==> src/hw/rtl/ps2h_pkg.sv <==
package ps2h_pkg;

  localparam int TICK_COUNT_WIDTH = 10;
  localparam int CFG_W = 10;
  localparam int CFG_IDX_W = 3;
  localparam int CMP_W = (TICK_COUNT_WIDTH > CFG_W) ? TICK_COUNT_WIDTH : CFG_W;

  localparam logic [TICK_COUNT_WIDTH-1:0] WAIT_MAX = {TICK_COUNT_WIDTH{1'b1}};

  localparam logic [1:0] CMD_NONE = 2'd0;
  localparam logic [1:0] CMD_SEND = 2'd1;
  localparam logic [1:0] CMD_RECV = 2'd2;

  localparam logic [CFG_IDX_W-1:0] REG_RTS_CLOCK_HOLD = 3'd0;
  localparam logic [CFG_IDX_W-1:0] REG_RTS_DATA_HOLD  = 3'd1;
  localparam logic [CFG_IDX_W-1:0] REG_STOP_RELEASE   = 3'd2;
  localparam logic [CFG_IDX_W-1:0] REG_RX_RELEASE     = 3'd3;
  localparam logic [CFG_IDX_W-1:0] REG_RX_START_DELAY = 3'd4;

  localparam logic [CFG_W-1:0] RST_RTS_CLOCK_HOLD = 10'd300;
  localparam logic [CFG_W-1:0] RST_RTS_DATA_HOLD  = 10'd10;
  localparam logic [CFG_W-1:0] RST_STOP_RELEASE   = 10'd50;
  localparam logic [CFG_W-1:0] RST_RX_RELEASE     = 10'd50;
  localparam logic [CFG_W-1:0] RST_RX_START_DELAY = 10'd5;

  localparam logic [3:0] BITS_PER_BYTE = 4'd8;

  typedef enum logic [4:0] {
    PH_IDLE,
    PH_TX_REL, PH_TX_CLKLO, PH_TX_DATALO, PH_TX_WAIT_DEV,
    PH_TX_BIT_HI, PH_TX_BIT_LO, PH_TX_PAR_HI, PH_TX_PAR_LO,
    PH_TX_STOP_DLY, PH_TX_ACK_WAIT, PH_TX_IDLE_WAIT,
    PH_RX_REL, PH_RX_WAIT_START, PH_RX_START_DLY, PH_RX_EAT_START,
    PH_RX_BIT_LO, PH_RX_BIT_HI, PH_RX_PAR_LO, PH_RX_PAR_HI,
    PH_RX_STOP_LO, PH_RX_STOP_HI
  } phase_t;

  typedef struct packed {
    logic [1:0] command;
    logic [7:0] tx_byte;
    logic       clk_level;
    logic       data_level;
  } item_t;

  typedef struct packed {
    logic       clk_pull_low;
    logic       data_pull_low;
    logic [7:0] rx_data;
    logic       rx_done;
    logic       tx_done;
    logic       busy_res;
  } result_t;

  typedef struct packed {
    logic [CFG_W-1:0] rts_clock_hold_ticks;
    logic [CFG_W-1:0] rts_data_hold_ticks;
    logic [CFG_W-1:0] stop_release_ticks;
    logic [CFG_W-1:0] rx_release_ticks;
    logic [CFG_W-1:0] rx_start_delay_ticks;
  } cfg_t;

  // Delay is over once the count reaches the limit, or the counter is full.
  function automatic logic delay_done(logic [TICK_COUNT_WIDTH-1:0] count,
                                      logic [CFG_W-1:0] limit);
    return (CMP_W'(count) >= CMP_W'(limit)) || (count == WAIT_MAX);
  endfunction

endpackage

==> src/hw/rtl/ps2h_engine.sv <==
module ps2h_engine
  import ps2h_pkg::*;
(
  input  logic    clk,
  input  logic    rst,
  input  logic    step,
  input  item_t   item,
  input  cfg_t    regs,
  output result_t res
);

  phase_t                      phase, phase_next;
  logic [7:0]                  shifter, shifter_next;
  logic [3:0]                  bit_count, bit_count_next;
  logic                        parity_acc, parity_acc_next;
  logic [TICK_COUNT_WIDTH-1:0] wait_count, wait_count_next;
  logic                        clk_drive, clk_drive_next;
  logic                        data_drive, data_drive_next;
  logic                        rx_done, tx_done;

  // Shared delay step: either leave for nxt with a cleared count, or count on.
  logic [CFG_W-1:0] dly_limit;
  logic             dly_done;
  assign dly_done = delay_done(wait_count, dly_limit);

  always_comb begin
    unique case (phase)
      PH_TX_REL, PH_TX_CLKLO: dly_limit = regs.rts_clock_hold_ticks;
      PH_TX_DATALO:           dly_limit = regs.rts_data_hold_ticks;
      PH_TX_STOP_DLY:         dly_limit = regs.stop_release_ticks;
      PH_RX_REL:              dly_limit = regs.rx_release_ticks;
      PH_RX_START_DLY:        dly_limit = regs.rx_start_delay_ticks;
      default:                dly_limit = '0;
    endcase
  end

  always_comb begin
    logic [7:0] sh_shift;
    logic [3:0] cnt_inc;
    logic       par_new;
    sh_shift        = {1'b0, shifter[7:1]};
    cnt_inc         = bit_count + 4'd1;
    par_new         = parity_acc ^ shifter[0];
    phase_next      = phase;
    shifter_next    = shifter;
    bit_count_next  = bit_count;
    parity_acc_next = parity_acc;
    wait_count_next = wait_count;
    clk_drive_next  = clk_drive;
    data_drive_next = data_drive;
    rx_done         = 1'b0;
    tx_done         = 1'b0;

    unique case (phase)
      PH_IDLE: begin
        if (item.command == CMD_SEND) begin
          shifter_next    = item.tx_byte;
          bit_count_next  = '0;
          parity_acc_next = 1'b1;
          clk_drive_next  = 1'b0;
          data_drive_next = 1'b0;
          phase_next      = PH_TX_REL;
          wait_count_next = '0;
        end else if (item.command == CMD_RECV) begin
          shifter_next    = '0;
          bit_count_next  = '0;
          clk_drive_next  = 1'b0;
          data_drive_next = 1'b0;
          phase_next      = PH_RX_REL;
          wait_count_next = '0;
        end
      end
      PH_TX_REL, PH_TX_CLKLO, PH_TX_DATALO, PH_TX_STOP_DLY, PH_RX_REL,
      PH_RX_START_DLY: begin
        if (dly_done) begin
          wait_count_next = '0;
          unique case (phase)
            PH_TX_REL: begin
              clk_drive_next = 1'b1;
              phase_next     = PH_TX_CLKLO;
            end
            PH_TX_CLKLO: begin
              data_drive_next = 1'b1;
              phase_next      = PH_TX_DATALO;
            end
            PH_TX_DATALO: begin
              clk_drive_next = 1'b0;
              phase_next     = PH_TX_WAIT_DEV;
            end
            PH_TX_STOP_DLY:  phase_next = PH_TX_ACK_WAIT;
            PH_RX_REL:       phase_next = PH_RX_WAIT_START;
            default:         phase_next = PH_RX_EAT_START;
          endcase
        end else begin
          wait_count_next = wait_count + 1'b1;
        end
      end
      PH_TX_WAIT_DEV: begin
        if (!item.clk_level) begin
          data_drive_next = ~shifter[0];
          phase_next      = PH_TX_BIT_HI;
        end
      end
      PH_TX_BIT_HI: if (item.clk_level) phase_next = PH_TX_BIT_LO;
      PH_TX_BIT_LO: begin
        if (!item.clk_level) begin
          parity_acc_next = par_new;
          shifter_next    = sh_shift;
          bit_count_next  = cnt_inc;
          if (cnt_inc >= BITS_PER_BYTE) begin
            data_drive_next = ~par_new;
            phase_next      = PH_TX_PAR_HI;
          end else begin
            data_drive_next = ~sh_shift[0];
            phase_next      = PH_TX_BIT_HI;
          end
        end
      end
      PH_TX_PAR_HI: if (item.clk_level) phase_next = PH_TX_PAR_LO;
      PH_TX_PAR_LO: begin
        if (!item.clk_level) begin
          data_drive_next = 1'b0;
          phase_next      = PH_TX_STOP_DLY;
          wait_count_next = '0;
        end
      end
      PH_TX_ACK_WAIT: if (!item.clk_level) phase_next = PH_TX_IDLE_WAIT;
      PH_TX_IDLE_WAIT: begin
        if (item.clk_level && item.data_level) begin
          clk_drive_next = 1'b1;
          tx_done        = 1'b1;
          phase_next     = PH_IDLE;
        end
      end
      PH_RX_WAIT_START: begin
        if (!item.clk_level) begin
          phase_next      = PH_RX_START_DLY;
          wait_count_next = '0;
        end
      end
      PH_RX_EAT_START: if (item.clk_level) phase_next = PH_RX_BIT_LO;
      PH_RX_BIT_LO: begin
        if (!item.clk_level) begin
          if (item.data_level) shifter_next[bit_count[2:0]] = 1'b1;
          phase_next = PH_RX_BIT_HI;
        end
      end
      PH_RX_BIT_HI: begin
        if (item.clk_level) begin
          bit_count_next = cnt_inc;
          phase_next     = (cnt_inc >= BITS_PER_BYTE) ? PH_RX_PAR_LO : PH_RX_BIT_LO;
        end
      end
      PH_RX_PAR_LO:  if (!item.clk_level) phase_next = PH_RX_PAR_HI;
      PH_RX_PAR_HI:  if (item.clk_level) phase_next = PH_RX_STOP_LO;
      PH_RX_STOP_LO: if (!item.clk_level) phase_next = PH_RX_STOP_HI;
      PH_RX_STOP_HI: begin
        if (item.clk_level) begin
          clk_drive_next = 1'b1;
          rx_done        = 1'b1;
          phase_next     = PH_IDLE;
        end
      end
      default: phase_next = PH_IDLE;
    endcase
  end

  always_comb begin
    res.clk_pull_low  = clk_drive_next;
    res.data_pull_low = data_drive_next;
    res.rx_data       = rx_done ? shifter : 8'd0;
    res.rx_done       = rx_done;
    res.tx_done       = tx_done;
    res.busy_res      = (phase_next != PH_IDLE);
  end

  always_ff @(posedge clk) begin
    if (rst) begin
      phase      <= PH_IDLE;
      shifter    <= '0;
      bit_count  <= '0;
      parity_acc <= 1'b1;
      wait_count <= '0;
      clk_drive  <= 1'b0;
      data_drive <= 1'b0;
    end else if (step) begin
      phase      <= phase_next;
      shifter    <= shifter_next;
      bit_count  <= bit_count_next;
      parity_acc <= parity_acc_next;
      wait_count <= wait_count_next;
      clk_drive  <= clk_drive_next;
      data_drive <= data_drive_next;
    end
  end

  a_bit_count_range: assert property (@(posedge clk) disable iff (rst)
    bit_count <= BITS_PER_BYTE)
    else $error("bit counter ran past a byte");

  a_hold_when_stalled: assert property (@(posedge clk) disable iff (rst)
    !step |=> $stable(phase) && $stable(wait_count) && $stable(shifter))
    else $error("engine state moved without a transaction");

  a_send_loads_byte: assert property (@(posedge clk) disable iff (rst)
    step && phase == PH_IDLE && item.command == CMD_SEND
    |=> phase == PH_TX_REL && shifter == $past(item.tx_byte))
    else $error("send did not load the byte");

  a_done_goes_idle: assert property (@(posedge clk) disable iff (rst)
    step && (res.rx_done || res.tx_done) |=> phase == PH_IDLE && clk_drive)
    else $error("transfer end did not return to idle holding clock");

  a_dev_clock_starts_bits: assert property (@(posedge clk) disable iff (rst)
    step && phase == PH_TX_WAIT_DEV && !item.clk_level |=> phase == PH_TX_BIT_HI)
    else $error("device clock fall did not start the bit shift");

endmodule

==> config.mk <==
export PLATFORM = sky130hd
export DESIGN_NAME = ps2h_engine
export DESIGN_NICKNAME = d
export VERILOG_FILES = /design/src/hw/rtl/ps2h_pkg.sv /design/src/hw/rtl/ps2h_engine.sv
export SDC_FILE = /design/constraint.sdc
export NUM_CORES = 1
export LEC_CHECK = 0
export BUFFER_PORTS_ARGS = -buffer_cell sky130_fd_sc_hd__buf_2
export CAP_MARGIN = 20
export CORE_MARGIN = 3
export CORE_UTILIZATION = 43
export DETAILED_ROUTE_END_ITERATION = 8
export PLACE_DENSITY = 0.7
export SLEW_MARGIN = 40
export SYNTH_ARGS = -nofsm -noshare
export SYNTH_HDL_FRONTEND = slang
export SYNTH_SLANG_ARGS = --single-unit
==> constraint.sdc <==
create_clock -name clk -period 3.1 [get_ports clk]
set_clock_uncertainty 0.15 [all_clocks]
set_input_delay 0.31 -clock clk [delete_from_list [all_inputs] [get_ports clk]]
set_output_delay 0.31 -clock clk [all_outputs]
set_load 0.01 [all_outputs]
======== Yosys cells after proc, flatten, opt, wreduce, memory -nomap -nowiden ========
Index checks and enable logic that the tools add are counted.
cells by class
  $add $sub $neg .......................... 2
  order comparisons ....................... 4
  equality and inequality tests ........... 31
  muxes and demuxes ....................... 65
  bitwise logic cells ..................... 5
  reductions and logical operators ........ 16
operators by type and width
  operator                 number
  $mux W5                  18
  $pmux W5 S17             1
  $pmux W10 S5             1
  $mux W8                  6
  $eq A5 B4 Y1 const B     8
  $mux W10                 4
  $eq A5 B5 Y1 const B     6
  $pmux W10 S3             1
  $pmux W8 S3              1
  $eq A5 B3 Y1 const B     4
  $mux W1                  20
  $pmux W4 S5              1
  $mux W4                  4
  $ne A2 B2 Y1 const B     6
  $pmux W4 S3              1
  $add A10 B1 Y10 const B  1
  $eq A10 B10 Y1 const B   1
  $eq A5 B2 Y1 const B     2
  $ge A10 B10 Y1           1
  $reduce_bool A3 Y1       3
  $or A8 B8 Y8             1
  $reduce_and A4 Y1        2
  $reduce_and A6 Y1        1
  $reduce_or A6 Y1         1
  22 further kinds         28
word-level totals
  register bits after elaboration ......... 30
  input bits .............................. 65
  output and inout bits ................... 13
  logic and storage cells ................. 130

======== Logic depth before layout (Yosys ltp) ========
  depth in word-level cells ............... 8
  depth in mapped cells ................... 15
  depth with buffers taken out ............ 13

======== Least setup slack after synthesis ========
OpenSTA, ideal clock, no wires.
  path kind ............................... flip-flop to output port
  start point ............................. register phase[0]
  end point ............................... output res[0] (netlist bit)
  arrival time ............................ 2.962 ns
  setup slack ............................. -0.322 ns
  stages on the path, launching flop included .. 15
  path buffers ............................ 2
  cells stage by stage .................... dfxtp_1 > buf_2 > buf_4 > xnor2_1 > nor3_2 > a222oi_1 > inv_1 > a221oi_1 > ha_1 > a21oi_1 > o21ai_0 > a41o_1 > a21o_1 > a221oi_1 > nand4_1
RTL lines
  item                    RTL line            text
  from (decl)             ps2h_engine.sv:12   phase_t phase, phase_next;
  from (signal assigned)  ps2h_engine.sv:187  phase <= phase_next;
  to (decl)               ps2h_engine.sv:9    output result_t res

==> results.py <==
metrics = {
    "detailed_routing": {
        "routed_via_density": 6.13,
        "wl_per_cell_um": 18.1,
        "drcViolationCount": 0,
        "dr_wl_met3_um": 866,
        "wl_um": 10100,
        "drt_iter0_drc": 260,
        "drt-pass1-iter-count": 8,
        "top_layer": "met4",
        "met1Wirelength_um": 4070,
        "dr_total_vias": 3416,
        "wl_met2_um": 4850,
        "drtAntennaViolNets": 0,
    },
    "sta": {
        "finalHoldViolCount": 0,
        "setup_viol": 18,
        "final-max-slew-violation-count": 0,
        "post-route-min-period_ns": 3.83,
        "worst_slack_ns": -0.730,
        "fmax_mhz": 261,
        "min_period_over_period": 1.24,
        "worst_slew_pin_slew_ns": 0.641,
        "relSlewSlack": 0.570,
        "fin_tns_setup_ns": -3.12,
        "rsz0062_at_grt": "yes",
    },
    "global_route": {
        "grt_pass1_wl_um": 14900,
        "grt_pass1_vias": 3099,
        "track_usage": 0.245,
        "grt_max_degree": 20,
        "grt_antenna_before_repair": 0,
        "overflow": 0,
    },
    "worst_setup_path": {
        "r2r_cells": 17,
        "cp_max_fo": 6,
        "ff2ff_setup_slack_ns": -0.27,
        "worstPathRequired_ns": 2.64,
        "crit_arrival_ns": 3.37,
        "crit_path_end_kind": "primary output",
        "reg2reg_from": "phase[1]",
        "startpoint_type": "flip-flop",
        "criticalPathCategory": "flip-flop to primary output",
        "r2r-end": "data_drive",
        "crit_start": "phase[1]",
    },
    "cts": {
        "clkSlewWorstSetupHoldPaths_ns": 0.06,
        "cts_buffer_depth": 2,
        "clock_latency_ns": 0.28,
        "cts_tree": "built",
        "htree_levels": 2,
        "cts_made_buffers": 5,
        "cts_hold_buf": 0,
        "root_buffer": "clkbuf_8",
        "cts.sinks": 30,
    },
    "logic_synthesis": {
        "ys_types": 64,
        "syn_avg_cell_area_sq_um": 7.46,
        "synthTopCellsByCount": "44 x nor2_1, 32 x nand2_1, 30 x dfxtp_1",
        "synth_enable_flop_cells": 0,
        "synth.largest_area_cell": "dfxtp_1",
        "ys_seq_elements": 30,
        "synth_area_sq_um": 2850,
        "ys_top_cells_by_area": "dfxtp_1 21%, ha_1 6.1%, nor2_1 5.8%",
        "synth.yosys.seq_area_share": 0.211,
        "ys_warn_count": 0,
        "synthArstFlopShare": 0,
        "yosysMostFrequentCell": "nor2_1",
        "postSynthCellCount": 382,
        "synth_nets": 461,
        "synth.top_cell.area_share": 0.211,
        "synth_ff_type": "dfxtp_1",
    },
    "cells_and_area": {
        "antennaDiodeCount": 0,
        "fillers": 589,
        "syn_to_final_growth_pct": 33.4,
        "layout-drive-gt1-share": 0.352,
        "fin_cells": 557,
        "nets": 559,
        "stdcell_area_sq_um": 3800,
    },
    "min_path": {
        "min_path_cells": 4,
        "worstHoldStart": "item[7]",
        "holdPathEnd": "shifter[5]",
        "hp-class": "input pin to flip-flop",
    },
    "status": {
        "failed_checks": "setup timing",
        "status": "finished with violations",
    },
    "floorplanning": {
        "coreArea_sq_um": 6390,
        "die-area_sq_um": 7640,
        "pin_count": 78,
        "die_y_um": 87.4,
        "die_w_um": 87.4,
        "start_util": 0.446,
        "rows": 29,
    },
    "power_and_ir_drop": {
        "max-vdd-ir-drop_v": 0.000172,
        "power.density_nw_per_um2": 339,
        "leakage_nw": 1.65,
        "total_power_mw": 1.29,
    },
    "placement": {
        "dp_hpwl_um": 7460,
        "placed_area_sq_um": 3540,
        "pre_cts_slack_ns": -0.491,
        "place_congestion": 1.00,
        "dpl.cell_count": 543,
        "io_buffers": 77,
    },
    "run": {
        "drv_cap": 0,
    },
}
==> through the flow <==
step           hold WS [ns]  utilization
6_report              0.264        0.595
5_1_grt               0.277        0.595
4_1_cts               0.257        0.578
3_5_place_dp          0.352        0.554
3_3_place_gp          0.335        0.554
2_1_floorplan         0.320            -
==> critical path, stage by stage, from the launching register on <==
cell	delay [ns]
dfxtp_4	0.36
buf_6	0.13
xnor2_4	0.18
nor3_4	0.09
a222oi_1	0.35
inv_1	0.14
a221oi_2	0.21
ha_1	0.29
a21oi_2	0.16
o21ai_2	0.06
a41o_1	0.23
a21o_1	0.23
buf_4	0.16
buf_6	0.11
a31oi_4	0.13
o22ai_1	0.11
buf_2	0.14
==> cell families (layout without fill, tap and decap cells) <==
family / Yosys count / count (layout) / share of synthesized area
flops: 30 / 30 / 0.211
xor+xnor: 12 / 12 / 0.0369
fa+ha+maj: 15 / 15 / 0.0650
simple gates: 156 / 157 / 0.292
buf+inv: 49 / 145 / 0.0786
compound gates: 119 / 120 / 0.313
mux: 1 / 1 / 0.00351
==> power breakdown <==
part / switching (mW) / internal [mW]
Sequential: 0.0202 / 0.399
Combinational: 0.320 / 0.256
Clock: 0.143 / 0.150
==> worst max-delay path by stage <==
| stage | end | depth (start not counted) |
|---|---|---|
| after floorplan | res[0] | 14 |
| after global placement | res[0] | 14 |
| after detailed placement | res[0] | 14 |
| after CTS | res[0] | 14 |
| after global routing | res[0] | 14 |
| final | res[11] | 16 |
==> placed cells by master (no fill, tap or decap), types with 7 or more instances in the layout <==
cell	netlist	layout
xnor2_1	8	7
a2bb2oi_1	8	8
a222oi_1	14	14
o21ai_0	9	8
nand2_1	32	31
nand3_1	11	10
ha_1	14	13
inv_1	22	22
buf_4	5	36
a221oi_2	0	8
a211oi_1	13	9
and2_1	10	10
nand2b_1	11	10
nor2_1	44	43
dfxtp_1	30	25
a21oi_1	24	21
nor3_1	10	9
buf_2	10	77
==> registers in the layout, summed over array words and instances (netlist names) <==
name and count:
bit_count 4, clk_drive 1, data_drive 1, parity_acc 1
phase 5, shifter 8, wait_count 10
==> timing repair <==
| item | 4_1_cts | 5_1_grt |
|---|---|---|
| pin swaps | 4 | 12 |
| setup endpoints to repair | 18 | 18 |
| cloned | 0 | 2 |
| buffers inserted | 1 | 6 |
| resized for setup | 15 | 15 |
==> layer usage <==
layer | GRT usage | vias to the layer above
met5 | 0 | -
met4 | 0.0795 | 0
met3 | 0.0492 | 33
met2 | 0.423 | 193
met1 | 0.302 | 1551
li1 | - | 1639
==> cell type report <==
cell class	count	area [sq um]	area share
clock buffer	5	68.8	0.0181
clock inverter	2	10.0	0.00263
inverter	22	82.6	0.0217
multi-input combinational	305	2230	0.588
sequential	30	612	0.161
tap	77	96.3	0.0253
timing repair buffer	116	698	0.184
No activity file was read; power rests on OpenSTA's default activity.
